--- config.mk ---
export PLATFORM = sky130hd
export DESIGN_NAME = ethernet_ip_arp_rx_classifier_top
export DESIGN_NICKNAME = d
export VERILOG_FILES = /design/src/earc_pkg.sv /design/src/ethernet_ip_arp_rx_classifier_top.sv /design/src/earc_capture.sv /design/src/earc_queue.sv /design/src/earc_decide.sv
export VERILOG_INCLUDE_DIRS = /design/src /design/src/src
export SDC_FILE = /design/constraint.sdc
export NUM_CORES = 2
export LEC_CHECK = 0
export ABC_CLOCK_PERIOD_IN_PS = 14100
export BUFFER_PORTS_ARGS = -buffer_cell sky130_fd_sc_hd__buf_2
export CORE_MARGIN = 10
export CORE_UTILIZATION = 49
export CTS_BUF_LIST = sky130_fd_sc_hd__clkbuf_4 sky130_fd_sc_hd__clkbuf_8
export DETAILED_ROUTE_END_ITERATION = 8
export PLACE_DENSITY = 0.72
export SLEW_MARGIN = 10
export SYNTH_ARGS = -nofsm -noshare
export SYNTH_HDL_FRONTEND = slang
export SYNTH_SLANG_ARGS = --single-unit
export TNS_END_PERCENT = 1
--- constraint.sdc ---
create_clock -name clk -period 14.1 [get_ports clk]
set_input_delay 2.82 -clock clk [delete_from_list [all_inputs] [get_ports clk]]
set_output_delay 2.82 -clock clk [all_outputs]
set_load 0.01 [all_outputs]
--- src/ethernet_ip_arp_rx_classifier_top_defines.svh ---
// Assertion macros shared by the receive classifier.
`ifndef ETHERNET_IP_ARP_RX_CLASSIFIER_TOP_DEFINES_SVH
`define ETHERNET_IP_ARP_RX_CLASSIFIER_TOP_DEFINES_SVH
// Assert that an implication holds on every clock edge outside reset.
`define EARC_ASSERT_IMP(label, clk, rst_n, lhs, rhs) \
  label: assert property (@(posedge clk) disable iff (!rst_n) (lhs) |-> (rhs)) \
    else $error("assertion failed");
// Assert that a condition leads to another in the following cycle.
`define EARC_ASSERT_NEXT(label, clk, rst_n, lhs, rhs) \
  label: assert property (@(posedge clk) disable iff (!rst_n) (lhs) |=> (rhs)) \
    else $error("assertion failed");
`endif

--- src/earc_pkg.sv ---
// Types and constants of the Ethernet IPv4 and ARP receive classifier.
package earc_pkg;

  typedef struct packed {
    logic [7:0] frame_byte;
    logic       last_byte;
  } earc_in_t;

  typedef struct packed {
    logic [3:0]  verdict;
    logic [15:0] trimmed_length;
    logic [47:0] sender_mac;
    logic [31:0] sender_ip;
    logic [1:0]  udp_match_index;
    logic        echo_request;
    logic        icmp_deliver;
  } earc_out_t;

  // Frame summary handed from the capture front end to the decision back end.
  typedef struct packed {
    logic [15:0] len;
    logic        is_arp;
    logic        is_ip;
    logic        arp_format_ok;
    logic [15:0] arp_opcode;
    logic [47:0] sender_mac;
    logic [31:0] source_ip;
    logic [31:0] target_ip;
    logic        version_ok;
    logic        frag_ok;
    logic        sum_ok;
    logic [15:0] ip_total_length;
    logic [7:0]  protocol;
    logic [15:0] udp_dest_port;
    logic [7:0]  icmp_type;
  } earc_sum_t;

  localparam logic [2:0] CFG_LOCAL_IP = 3'd0;
  localparam logic [2:0] CFG_UDP_0    = 3'd1;
  localparam logic [2:0] CFG_UDP_1    = 3'd2;
  localparam logic [2:0] CFG_UDP_2    = 3'd3;
  localparam logic [2:0] CFG_UDP_3    = 3'd4;
  localparam logic [2:0] CFG_ICMP_ON  = 3'd5;

  localparam logic [15:0] ETYPE_ARP = 16'h0806;
  localparam logic [15:0] ETYPE_IP  = 16'h0800;
  localparam logic [15:0] ETH_HDR   = 16'd14;
  localparam logic [15:0] ARP_MIN   = 16'd42;
  localparam logic [15:0] IP_MIN    = 16'd34;
  localparam logic [7:0]  PROTO_ICMP = 8'd1;
  localparam logic [7:0]  PROTO_UDP  = 8'd17;
  localparam logic [7:0]  ICMP_ECHO  = 8'd8;

  localparam logic [3:0] V_SHORT     = 4'd0;
  localparam logic [3:0] V_UNKNOWN   = 4'd1;
  localparam logic [3:0] V_ARP_BAD   = 4'd2;
  localparam logic [3:0] V_ARP_NOT   = 4'd3;
  localparam logic [3:0] V_ARP_REQ   = 4'd4;
  localparam logic [3:0] V_ARP_REP   = 4'd5;
  localparam logic [3:0] V_ARP_BADOP = 4'd6;
  localparam logic [3:0] V_IP_BADLEN = 4'd7;
  localparam logic [3:0] V_IP_BADHDR = 4'd8;
  localparam logic [3:0] V_IP_NOT    = 4'd9;
  localparam logic [3:0] V_ICMP      = 4'd10;
  localparam logic [3:0] V_UDP_MATCH = 4'd11;
  localparam logic [3:0] V_UDP_NONE  = 4'd12;
  localparam logic [3:0] V_IP_OTHER  = 4'd13;

  // ARP fixed format bytes at offsets 14 to 19.
  function automatic logic [7:0] arp_fmt(input logic [2:0] i);
    case (i)
      3'd0: arp_fmt = 8'h00;
      3'd1: arp_fmt = 8'h01;
      3'd2: arp_fmt = 8'h08;
      3'd3: arp_fmt = 8'h00;
      3'd4: arp_fmt = 8'd6;
      3'd5: arp_fmt = 8'd4;
      default: arp_fmt = 8'h00;
    endcase
  endfunction

endpackage

--- src/ethernet_ip_arp_rx_classifier_top.sv ---
// Top level of the Ethernet IPv4 and ARP receive classifier.
//
//  channel | direction | handshake             | word
//  in_     | input     | in_valid / in_ready   | one frame byte and last mark
//  out_    | output    | out_valid / out_ready | one verdict per frame
//  cfg_    | input     | cfg_valid / cfg_ready | register index and data
//
// One byte is taken per cycle while in_ready is high; the capture registers update as each byte arrives.
// A verdict passes from the capture summary register through a four-entry queue to the decision output register.
// Input stalls only when the queue holds three or more pending frame summaries.
// Reset is synchronous and active low; it clears the frame state, configuration, queue pointers and valid flags.
`include "ethernet_ip_arp_rx_classifier_top_defines.svh"
module ethernet_ip_arp_rx_classifier_top #(
  parameter int NUM_UDP_PORTS = 4,
  parameter int LEN_WIDTH = 16
) (
  input  logic                clk,
  input  logic                rst_n,
  input  logic                in_valid,
  output logic                in_ready,
  input  earc_pkg::earc_in_t  in_data,
  output logic                out_valid,
  input  logic                out_ready,
  output earc_pkg::earc_out_t out_data,
  input  logic                cfg_valid,
  output logic                cfg_ready,
  input  logic [2:0]          cfg_index,
  input  logic [31:0]         cfg_data
);
  import earc_pkg::*;

  logic [31:0] local_ip_r;
  logic [15:0] port_r [4];
  logic        icmp_on_r;
  logic        in_take;
  logic        sum_valid, q_valid, q_take;
  earc_sum_t   sum_w, q_data;
  logic [2:0]  q_count;
  logic [4*16-1:0] ports_flat;

  assign cfg_ready = 1'b1;

  always_ff @(posedge clk) begin
    if (!rst_n) begin
      local_ip_r <= '0;
      port_r <= '{default: '0};
      icmp_on_r <= 1'b0;
    end else if (cfg_valid) begin
      case (cfg_index) inside
        CFG_LOCAL_IP: local_ip_r <= cfg_data;
        [CFG_UDP_0:CFG_UDP_3]: port_r[2'(cfg_index - CFG_UDP_0)] <= cfg_data[15:0];
        CFG_ICMP_ON: icmp_on_r <= cfg_data[0];
        default: ;
      endcase
    end
  end

  assign ports_flat = {port_r[3], port_r[2], port_r[1], port_r[0]};

  // Room for a summary in flight plus one just captured.
  assign in_ready = q_count < 3'd3;
  assign in_take  = in_valid && in_ready;

  earc_capture #(.LEN_WIDTH(LEN_WIDTH)) u_capture (
    .clk, .rst_n, .byte_valid(in_take), .byte_in(in_data),
    .sum_valid, .sum_out(sum_w)
  );

  earc_queue u_queue (
    .clk, .rst_n, .wr_en(sum_valid), .wr_data(sum_w),
    .rd_valid(q_valid), .rd_en(q_take), .rd_data(q_data), .count(q_count)
  );

  earc_decide #(.NUM_UDP_PORTS(NUM_UDP_PORTS)) u_decide (
    .clk, .rst_n, .sum_valid(q_valid), .sum_take(q_take), .sum_in(q_data),
    .local_ip(local_ip_r), .udp_ports(ports_flat), .icmp_on(icmp_on_r),
    .out_valid, .out_ready, .out_data
  );

  `EARC_ASSERT_NEXT(a_last_makes_summary, clk, rst_n, in_take && in_data.last_byte, sum_valid)
  `EARC_ASSERT_IMP(a_queue_bound, clk, rst_n, 1'b1, q_count <= 3'd4)
  `EARC_ASSERT_IMP(a_udp_idx, clk, rst_n, out_valid && out_data.verdict != V_UDP_MATCH,
                   out_data.udp_match_index == 2'd0)
endmodule

--- src/earc_capture.sv ---
// Front end: captures header fields byte by byte and summarizes each frame.
module earc_capture #(
  parameter int LEN_WIDTH = 16
) (
  input  logic              clk,
  input  logic              rst_n,
  input  logic              byte_valid,
  input  earc_pkg::earc_in_t byte_in,
  output logic              sum_valid,
  output earc_pkg::earc_sum_t sum_out
);
  import earc_pkg::*;

  localparam logic [LEN_WIDTH-1:0] LEN_MAX = {LEN_WIDTH{1'b1}};

  logic [LEN_WIDTH-1:0] cnt_r, cnt_nxt;
  logic [15:0] etype_r, etype_nxt;
  logic        fmt_ok_r, fmt_ok_nxt;
  logic [15:0] op_r, op_nxt;
  logic [47:0] mac_r, mac_nxt;
  logic [31:0] sip_r, sip_nxt;
  logic [31:0] tip_r, tip_nxt;
  logic [3:0]  ver_r, ver_nxt;
  logic [15:0] frag_r, frag_nxt;
  logic [15:0] tlen_r, tlen_nxt;
  logic [7:0]  proto_r, proto_nxt;
  logic [20:0] hsum_r, hsum_nxt;
  logic [7:0]  hi_r, hi_nxt;
  logic [15:0] port_r, port_nxt;
  logic [7:0]  icmp_r, icmp_nxt;
  logic        sum_valid_r;
  earc_sum_t   sum_r, sum_nxt;

  logic [7:0]  b;
  logic [LEN_WIDTH-1:0] pos;
  logic [16:0] fold1;
  logic [16:0] fold2;

  assign b   = byte_in.frame_byte;
  assign pos = cnt_r;

  always_comb begin
    cnt_nxt = cnt_r; etype_nxt = etype_r; fmt_ok_nxt = fmt_ok_r; op_nxt = op_r;
    mac_nxt = mac_r; sip_nxt = sip_r; tip_nxt = tip_r; ver_nxt = ver_r;
    frag_nxt = frag_r; tlen_nxt = tlen_r; proto_nxt = proto_r; hsum_nxt = hsum_r;
    hi_nxt = hi_r; port_nxt = port_r; icmp_nxt = icmp_r;
    if (pos == LEN_WIDTH'(12)) etype_nxt = {b, 8'h00};
    if (pos == LEN_WIDTH'(13)) etype_nxt = {etype_r[15:8], b};
    if (pos >= LEN_WIDTH'(14)) begin
      if (etype_r == ETYPE_ARP) begin
        if (pos < LEN_WIDTH'(20) && b != arp_fmt(3'(pos - LEN_WIDTH'(14))))
          fmt_ok_nxt = 1'b0;
        if (pos == LEN_WIDTH'(20) || pos == LEN_WIDTH'(21)) op_nxt = {op_r[7:0], b};
        if (pos >= LEN_WIDTH'(22) && pos < LEN_WIDTH'(28)) mac_nxt = {mac_r[39:0], b};
        if (pos >= LEN_WIDTH'(28) && pos < LEN_WIDTH'(32)) sip_nxt = {sip_r[23:0], b};
        if (pos >= LEN_WIDTH'(38) && pos < LEN_WIDTH'(42)) tip_nxt = {tip_r[23:0], b};
      end else if (etype_r == ETYPE_IP) begin
        if (pos < LEN_WIDTH'(34)) begin
          if (!pos[0]) hi_nxt = b;
          else hsum_nxt = hsum_r + 21'({hi_r, b});
        end
        if (pos == LEN_WIDTH'(14)) ver_nxt = b[7:4];
        if (pos == LEN_WIDTH'(16) || pos == LEN_WIDTH'(17)) tlen_nxt = {tlen_r[7:0], b};
        if (pos == LEN_WIDTH'(20) || pos == LEN_WIDTH'(21)) frag_nxt = {frag_r[7:0], b};
        if (pos == LEN_WIDTH'(23)) proto_nxt = b;
        if (pos >= LEN_WIDTH'(26) && pos < LEN_WIDTH'(30)) sip_nxt = {sip_r[23:0], b};
        if (pos >= LEN_WIDTH'(30) && pos < LEN_WIDTH'(34)) tip_nxt = {tip_r[23:0], b};
        if (pos == LEN_WIDTH'(34)) icmp_nxt = b;
        if (pos == LEN_WIDTH'(36) || pos == LEN_WIDTH'(37)) port_nxt = {port_r[7:0], b};
      end
    end
    if (cnt_r != LEN_MAX) cnt_nxt = cnt_r + LEN_WIDTH'(1);
  end

  // End-around carry fold of the header sum as it stands after this byte.
  assign fold1 = 17'(hsum_nxt[15:0]) + 17'(hsum_nxt[20:16]);
  assign fold2 = 17'(fold1[15:0]) + 17'(fold1[16]);

  always_comb begin
    sum_nxt.len             = 16'(cnt_nxt);
    sum_nxt.is_arp          = etype_nxt == ETYPE_ARP;
    sum_nxt.is_ip           = etype_nxt == ETYPE_IP;
    sum_nxt.arp_format_ok   = fmt_ok_nxt;
    sum_nxt.arp_opcode      = op_nxt;
    sum_nxt.sender_mac      = mac_nxt;
    sum_nxt.source_ip       = sip_nxt;
    sum_nxt.target_ip       = tip_nxt;
    sum_nxt.version_ok      = ver_nxt == 4'd4;
    sum_nxt.frag_ok         = frag_nxt[13:0] == 14'd0;
    sum_nxt.sum_ok          = fold2[15:0] == 16'hffff;
    sum_nxt.ip_total_length = tlen_nxt;
    sum_nxt.protocol        = proto_nxt;
    sum_nxt.udp_dest_port   = port_nxt;
    sum_nxt.icmp_type       = icmp_nxt;
  end

  always_ff @(posedge clk) begin
    if (!rst_n || (byte_valid && byte_in.last_byte)) begin
      cnt_r <= '0; etype_r <= '0; fmt_ok_r <= 1'b1; op_r <= '0; mac_r <= '0;
      sip_r <= '0; tip_r <= '0; ver_r <= '0; frag_r <= '0; tlen_r <= '0;
      proto_r <= '0; hsum_r <= '0; hi_r <= '0; port_r <= '0; icmp_r <= '0;
    end else if (byte_valid) begin
      cnt_r <= cnt_nxt; etype_r <= etype_nxt; fmt_ok_r <= fmt_ok_nxt; op_r <= op_nxt;
      mac_r <= mac_nxt; sip_r <= sip_nxt; tip_r <= tip_nxt; ver_r <= ver_nxt;
      frag_r <= frag_nxt; tlen_r <= tlen_nxt; proto_r <= proto_nxt; hsum_r <= hsum_nxt;
      hi_r <= hi_nxt; port_r <= port_nxt; icmp_r <= icmp_nxt;
    end
  end

  always_ff @(posedge clk) begin
    if (!rst_n) begin
      sum_valid_r <= 1'b0;
    end else begin
      sum_valid_r <= byte_valid && byte_in.last_byte;
    end
    if (byte_valid && byte_in.last_byte) sum_r <= sum_nxt;
  end

  assign sum_valid = sum_valid_r;
  assign sum_out   = sum_r;
endmodule

--- src/earc_queue.sv ---
// Small FIFO of frame summaries between the capture and decision stages.
module earc_queue (
  input  logic               clk,
  input  logic               rst_n,
  input  logic               wr_en,
  input  earc_pkg::earc_sum_t wr_data,
  output logic               rd_valid,
  input  logic               rd_en,
  output earc_pkg::earc_sum_t rd_data,
  output logic [2:0]         count
);
  import earc_pkg::*;

  earc_sum_t mem_r [4];
  logic [1:0] wp_r, rp_r;
  logic [2:0] cnt_r;

  always_ff @(posedge clk) begin
    if (!rst_n) begin
      wp_r <= '0; rp_r <= '0; cnt_r <= '0;
    end else begin
      if (wr_en) wp_r <= wp_r + 2'd1;
      if (rd_en) rp_r <= rp_r + 2'd1;
      cnt_r <= cnt_r + 3'(wr_en) - 3'(rd_en);
    end
    if (wr_en) mem_r[wp_r] <= wr_data;
  end

  assign rd_valid = cnt_r != 3'd0;
  assign rd_data  = mem_r[rp_r];
  assign count    = cnt_r;
endmodule

--- src/earc_decide.sv ---
// Back end: turns a frame summary into a verdict and holds it for the consumer.
module earc_decide #(
  parameter int NUM_UDP_PORTS = 4
) (
  input  logic               clk,
  input  logic               rst_n,
  input  logic               sum_valid,
  output logic               sum_take,
  input  earc_pkg::earc_sum_t sum_in,
  input  logic [31:0]        local_ip,
  input  logic [4*16-1:0]    udp_ports,
  input  logic               icmp_on,
  output logic               out_valid,
  input  logic               out_ready,
  output earc_pkg::earc_out_t out_data
);
  import earc_pkg::*;

  logic      valid_r;
  earc_out_t res_r, res_nxt;
  logic      hit;
  logic [1:0] hit_idx;
  logic [15:0] want;

  always_comb begin
    hit = 1'b0;
    hit_idx = 2'd0;
    for (int i = NUM_UDP_PORTS - 1; i >= 0; i--) begin
      if (udp_ports[i*16 +: 16] != 16'd0 && udp_ports[i*16 +: 16] == sum_in.udp_dest_port) begin
        hit = 1'b1;
        hit_idx = 2'(i);
      end
    end
  end

  assign want = sum_in.ip_total_length + ETH_HDR;

  always_comb begin
    res_nxt = '0;
    res_nxt.trimmed_length = sum_in.len;
    if (sum_in.len < ETH_HDR) begin
      res_nxt.verdict = V_SHORT;
    end else if (sum_in.is_arp) begin
      res_nxt.sender_mac = sum_in.sender_mac;
      res_nxt.sender_ip  = sum_in.source_ip;
      if (sum_in.len < ARP_MIN || !sum_in.arp_format_ok) res_nxt.verdict = V_ARP_BAD;
      else if (local_ip == 32'd0 || sum_in.target_ip != local_ip) res_nxt.verdict = V_ARP_NOT;
      else if (sum_in.arp_opcode == 16'd1) res_nxt.verdict = V_ARP_REQ;
      else if (sum_in.arp_opcode == 16'd2) res_nxt.verdict = V_ARP_REP;
      else res_nxt.verdict = V_ARP_BADOP;
    end else if (sum_in.is_ip) begin
      res_nxt.sender_ip = sum_in.source_ip;
      // The 17-bit compare keeps a wrapped total length plus header correct.
      if (sum_in.len < IP_MIN ||
          17'(sum_in.len) < 17'(sum_in.ip_total_length) + 17'(ETH_HDR)) begin
        res_nxt.verdict = V_IP_BADLEN;
      end else begin
        res_nxt.trimmed_length = want;
        if (!sum_in.version_ok || !sum_in.frag_ok || !sum_in.sum_ok)
          res_nxt.verdict = V_IP_BADHDR;
        else if (local_ip != 32'd0 && sum_in.target_ip != local_ip &&
                 sum_in.target_ip != 32'hffff_ffff)
          res_nxt.verdict = V_IP_NOT;
        else if (sum_in.protocol == PROTO_ICMP) begin
          res_nxt.verdict = V_ICMP;
          res_nxt.echo_request = sum_in.icmp_type == ICMP_ECHO;
          res_nxt.icmp_deliver = icmp_on;
        end else if (sum_in.protocol == PROTO_UDP) begin
          res_nxt.verdict = hit ? V_UDP_MATCH : V_UDP_NONE;
          res_nxt.udp_match_index = hit ? hit_idx : 2'd0;
        end else begin
          res_nxt.verdict = V_IP_OTHER;
        end
      end
    end else begin
      res_nxt.verdict = V_UNKNOWN;
    end
  end

  assign sum_take = sum_valid && (!valid_r || out_ready);

  always_ff @(posedge clk) begin
    if (!rst_n) begin
      valid_r <= 1'b0;
    end else if (sum_take) begin
      valid_r <= 1'b1;
    end else if (out_ready) begin
      valid_r <= 1'b0;
    end
    if (sum_take) res_r <= res_nxt;
  end

  assign out_valid = valid_r;
  assign out_data  = res_r;
endmodule
* After elaboration in Yosys (flattened, before gate mapping) *
Memory sizes are Yosys's and may differ from the RTL's. A register that Yosys moved wholly into a read port is not among the register bits.
Index checks and enable logic that the tools add are counted.

storage, ports and cells
  input port bits = 49
  memories kept = 1
  logic and storage cells = 277
  bits in writable memories = 792
  register bits = 664

operators by class
  reduce and logical (&&, ||, !) cells = 51
  bitwise gates (word level) = 10
  equal/unequal tests = 35
  magnitude comparators = 21
  $add $sub $neg = 12
  multiplexer cells = 98

memories
  name           words  width  rd ports  clocked after memory_dff  write ports  RTL line          source
  u_queue.mem_r  4      198    1         1                         1            earc_queue.sv:14  earc_sum_t mem_r [4];

operators with widths
  cell                                                                     count
  32-bit two-way mux                                                       11
  16-bit two-way mux                                                       18
  48-bit two-way mux                                                       4
  21-bit two-way mux                                                       5
  100-bit two-way mux                                                      1
  16-bit by 5-bit equality test with 1-bit output, second input constant   5
  16-bit by 6-bit < comparator with 1-bit output, second input constant    5
  8-bit two-way mux                                                        10
  4-bit two-way mux                                                        18
  64-bit bitwise mux                                                       1
  16-bit by 12-bit equality test with 1-bit output, second input constant  4
  16-bit equality test                                                     4
  16-bit by 5-bit >= comparator with 1-bit output, second input constant   4
  16-bit nonzero test                                                      4
  14-bit two-way mux                                                       4
  16-bit by 4-bit equality test with 1-bit output, second input constant   3
  16-bit by 6-bit equality test with 1-bit output, second input constant   3
  16-bit by 5-bit < comparator with 1-bit output, second input constant    3
  36-bit two-way mux                                                       1
  16-bit demux with 2-bit select                                           1
  32-bit logical NOT                                                       1
  32-bit inequality test                                                   1
  32-bit inequality test, second input constant                            1
  32-bit nonzero test                                                      1
  other kinds (53)                                                         114

* Depth between registers and ports, before layout *
  word-level depth = 15
  depth in mapped cells = 33
  gate-level depth less buffers = 33

* Modules after synthesis *
A second synthesis with hierarchy kept.

unflattened totals
  cells, all modules = 3826
  area total of the unflattened synthesis = 58477.3 µm²

by module, submodules not included
  module                             cells each  times used  area each (µm²)
  earc_queue                         1076        1           28985.3
  earc_capture                       1843        1           19683.9
  earc_decide                        549         1           6164.7
  ethernet_ip_arp_rx_classifier_top  358         1           3643.5

* Worst setup path before layout *
Ideal clock, no wire load.

  path kind = in2reg
  from = input port out_ready
  to = register u_queue.cnt_r[2] (netlist: u_queue.count[2])
  required time = 13.985 ns
  cell stages on the path = 9
  data arrival time = 9.747 ns
  library setup time = 0.115 ns
  setup slack = 4.238 ns
  path through = inv_1 -> a21oi_1 -> ha_1 -> inv_1 -> ha_1 -> inv_1 -> fa_1 -> xnor2_1 -> and2_1

on the way
  cells in the longest elaborated chain, start to end = 3

ends and longest elaborated chain
  item                                         RTL line                                 source
  from (decl)                                  ethernet_ip_arp_rx_classifier_top.sv:23  input logic out_ready,
  1-bit logical OR                             earc_decide.sv:80                        assign sum_take = sum_valid && (!valid_r || out_ready);
  1-bit logical AND                            earc_decide.sv:80
  via q_take                                   ethernet_ip_arp_rx_classifier_top.sv:36  logic sum_valid, q_valid, q_take;
  3-bit by 1-bit subtractor with 3-bit output  earc_queue.sv:24                         cnt_r <= cnt_r + 3'(wr_en) - 3'(rd_en);
  to (signal assigned)                         earc_queue.sv:24
  to (decl)                                    earc_queue.sv:16                         logic [2:0] cnt_r;

The timed path passes the listed nets, and every way through them passes these cells.
A chain may end at the register's enable or synchronous reset.

==> results.json <==
{
  "outcome": "finished clean",
  "die-area_sq_um": 132000,
  "final_util_pct": 54.9,
  "viasPerCell": 5.60,
  "worst_path_max_delay_cell": "buf_2",
  "drtPass1Iterations": 5,
  "synth-compound-area-share_pct": 4.95,
  "cts.sinks": 1458,
  "synthSimpleGateAreaFrac_pct": 9.93,
  "synth_warnings": 0,
  "ir_worst_vdd_uv": 86.2,
  "worstPathMaxFanout": 21,
  "ant_nets": 0,
  "hold_buffers": 0,
  "syn_inst": 3990,
  "synth_cell_types": 82,
  "drt_iter0_drc": 2868,
  "drive_gt1_share_pct": 21.3,
  "synth_top_family_by_area": "multiplexers",
  "die_w_um": 364,
  "grt_start_max_net_pins": 145,
  "rsz0062_at_grt": "false",
  "drt-total-wl_um": 127000,
  "synth_area_leaders": "edfxtp_1 57%, dfxtp_1 13%, mux4_2 6.5%, nand2_1 4.1%, mux2_2 3.4%",
  "cp.required_ns": 14.84,
  "setup.worst_path.end_class": "flip-flop",
  "maxSlewHeadroom_pct": 26.2,
  "io_pins": 156,
  "synth_xor_area_share_pct": 2.49,
  "drc": 0,
  "synth-async-reset-ratio_pct": 0,
  "grt_pass1_vias": 33141,
  "n_fill_cell": 9207,
  "synthesis.area_sq_um": 57900,
  "initial_core_util_pct": 49.2,
  "synth_fa_ha_area_share_pct": 1.25,
  "cts_tree": "built",
  "startpoint_type": "input pin",
  "timing.final.crit_share_pct": 60.4,
  "cts-root-buf": "clkbuf_8",
  "ys_seq_elements": 1458,
  "p_comb_share_pct": 17.8,
  "clkPwrFrac_pct": 32.1,
  "p_switching_mw": 2.93,
  "p_leak_nw": 21.6,
  "core_sq_um": 118000,
  "synth_area_leader_cell": "edfxtp_1",
  "power_mw": 10.5,
  "fin_skew_ns": 0.0434,
  "tns_ns": 0,
  "critPathBufInv": 2,
  "gp_congestion": 0.818,
  "crit_arrival_ns": 9.25,
  "antenna_found_initial": 10,
  "switching_share_pct": 27.8,
  "internal-power_mw": 7.60,
  "synth_edf_count": 1094,
  "fin_crit_ns": 8.51,
  "grt_overflow_total": 0,
  "seqPwrFrac_pct": 50.1,
  "via_count": 33113,
  "syn-num-nets": 4095,
  "worst_hold_path_type": "flip-flop to flip-flop",
  "clk_latency_ns": 0.93,
  "muxShareOfSynthArea_pct": 10.3,
  "grt_usage_pct": 19.0,
  "fmax_ghz": 0.118,
  "port_buffers": 154,
  "synth.avg_cell_area_sq_um": 14.5,
  "critPathTopFamily": "compound AO/OA/AOI/OAI gates",
  "die_h_um": 364,
  "clock_path_buffers": 3,
  "rows": 126,
  "power.density_nw_per_um2": 163,
  "path_clk_slew_ns": 0.06,
  "worst_slew_pin_slew_ns": 1.11,
  "grt.busiest_layer": "met2",
  "wl_per_cell_um": 21.4,
  "num-nets-final": 4299,
  "grt_use_met2_pct": 30.9,
  "cts_buffers": 211,
  "finalHoldViolCount": 0,
  "hpwl_um": 76800,
  "met3_usage_pct": 3.47,
  "areaGrowthSynthToFinish_pct": 11.5,
  "cp_slowest_stage_delay_ns": 0.52,
  "setup_viol": 0,
  "yosysSeqAreaShare_pct": 69.4,
  "cts_resized": 0,
  "h-tree-depth": 4,
  "synth.top_cell.area_share_pct": 56.8,
  "maxCapViolCount": 0,
  "grt.met1_usage_pct": 25.8,
  "cts_setup_buffers": 0,
  "drv_slew": 0,
  "yosys_most_used_dff": "edfxtp_1",
  "r2r_slack_ns": 7.77,
  "grt_pass1_wl_um": 195000,
  "crit_type": "input pin to flip-flop"
}
per-stage QoR:
stage	instances	worst slack (ns)	hold slack, ns	cell area [sq um]
after floorplan	3990	4.24	0.428	57900
after global placement	5517	4.78	0.434	60200
after detailed placement	5517	4.65	0.441	60200
after CTS	5915	5.66	0.449	64500
after global routing	5918	5.12	0.466	64500
final	5918	5.59	0.448	64500
logic make-up after synthesis:
group,count (synthesis)
compound gates,460
xor+xnor,163
fa+ha+maj,56
buf+inv,244
flops,1458
mux,367
other cells,1
simple gates,1241
final timing paths:
path / from / end / depth (start not counted)
hold reg to reg: u_capture.port_r[11]$_SDFFE_PP0P_ / u_capture.port_r[11]$_SDFFE_PP0P_ / 2
hold / removal: u_capture.port_r[11]$_SDFFE_PP0P_ / u_capture.port_r[11]$_SDFFE_PP0P_ / 2
setup / recovery: in_data[1] / u_capture.sum_out[48]$_DFFE_PP_ / 32
setup reg to reg: u_capture.hsum_r[0]$_SDFFE_PP0P_ / u_capture.sum_out[48]$_DFFE_PP_ / 31
cells in the final DEF (no fill, tap or decap), drive strengths merged, types with 6 or more instances in the layout:
cell type and instances:
edfxtp 1094, nand2 630, dfxtp 364, clkbuf 308, a21oi 213, buf 203, nor2 193, mux2 174
mux4 166, xnor2 104, a21boi 101, clkinv 72, nor4 65, nor3 63, and3 63, xor2 58
ha 53, nor2b 46, nand4 45, o21ai 45, inv 43, nand3 40, mux2i 27, and2 24
a211oi 17, nand2b 16, or4 13, a21o 11, or3 11, o21a 9, a31oi 7, nor4b 7
o2111ai 6, a22oi 6
metal layers:
| layer | wire [um] | up-vias |
|---|---|---|
| li1 | - | 15312 |
| met1 | 54300 | 16535 |
| met2 | 60900 | 1055 |
| met3 | 8070 | 209 |
| met4 | 3260 | 2 |
| met5 | 13 | - |
power by group through the flow:
| stage | Clock [mW] | Combinational [mW] | Sequential [mW] |
|---|---|---|---|
| after floorplan | 0 | 1.20 | 5.41 |
| after global placement | 0 | 1.88 | 5.36 |
| after detailed placement | 0 | 1.90 | 5.37 |
| after CTS | 3.45 | 1.91 | 5.28 |
| after global routing | 3.65 | 2.05 | 5.31 |
| final | 3.38 | 1.88 | 5.28 |
cell type report:
cell class	count	area, sq um	area share (%)
Clock inverter	90	613	0.950
Multi-Input combinational cell	2288	16800	26.1
Inverter	32	120	0.186
Sequential cell	1458	40100	62.2
Tap cell	1536	1920	2.98
Timing Repair Buffer	203	1150	1.78
Clock buffer	308	3740	5.80
Antenna cell	3	7.51	0.0116
worst reg2reg max path: cells and delay by family (launching register included):
family / cells / cell delay (ns)
buf+inv: 1 / 0.07
fa+ha+maj: 6 / 1.67
compound gates: 11 / 2.57
simple gates: 11 / 1.25
xor+xnor: 2 / 0.23
flops: 1 / 0.36
sequential cells by signal, summed over array words and instances (netlist names), 14 cells and up, named ones only:
register           cells
u_capture.cnt_r       16
u_capture.tip_r       32
u_capture.sum_out    198
u_capture.sip_r       32
u_capture.port_r      16
u_capture.frag_r      14
port_r                64
u_capture.tlen_r      16
u_queue.mem_r        792
u_capture.mac_r       48
u_capture.op_r        16
local_ip_r            32
u_capture.etype_r     16
u_capture.hsum_r      21
u_decide.out_data    104
cell usage after synthesis (12+ instances only):
master and count:
a211oi_1 17, a21boi_0 101, a21oi_1 213, and2_1 22, and3_1 63, buf_1 15, buf_2 22, clkbuf_1 170
dfxtp_1 364, edfxtp_1 1094, ha_1 53, inv_1 30, mux2_2 174, mux2i_1 27, mux4_2 166, nand2_1 629
nand2b_1 16, nand3_1 40, nand4_1 45, nor2_1 192, nor2b_1 46, nor3_1 63, nor4_1 61, o21ai_0 43
or4_1 12, xnor2_1 104, xor2_1 58
Note: power is estimated with default switching activity, not from simulation.
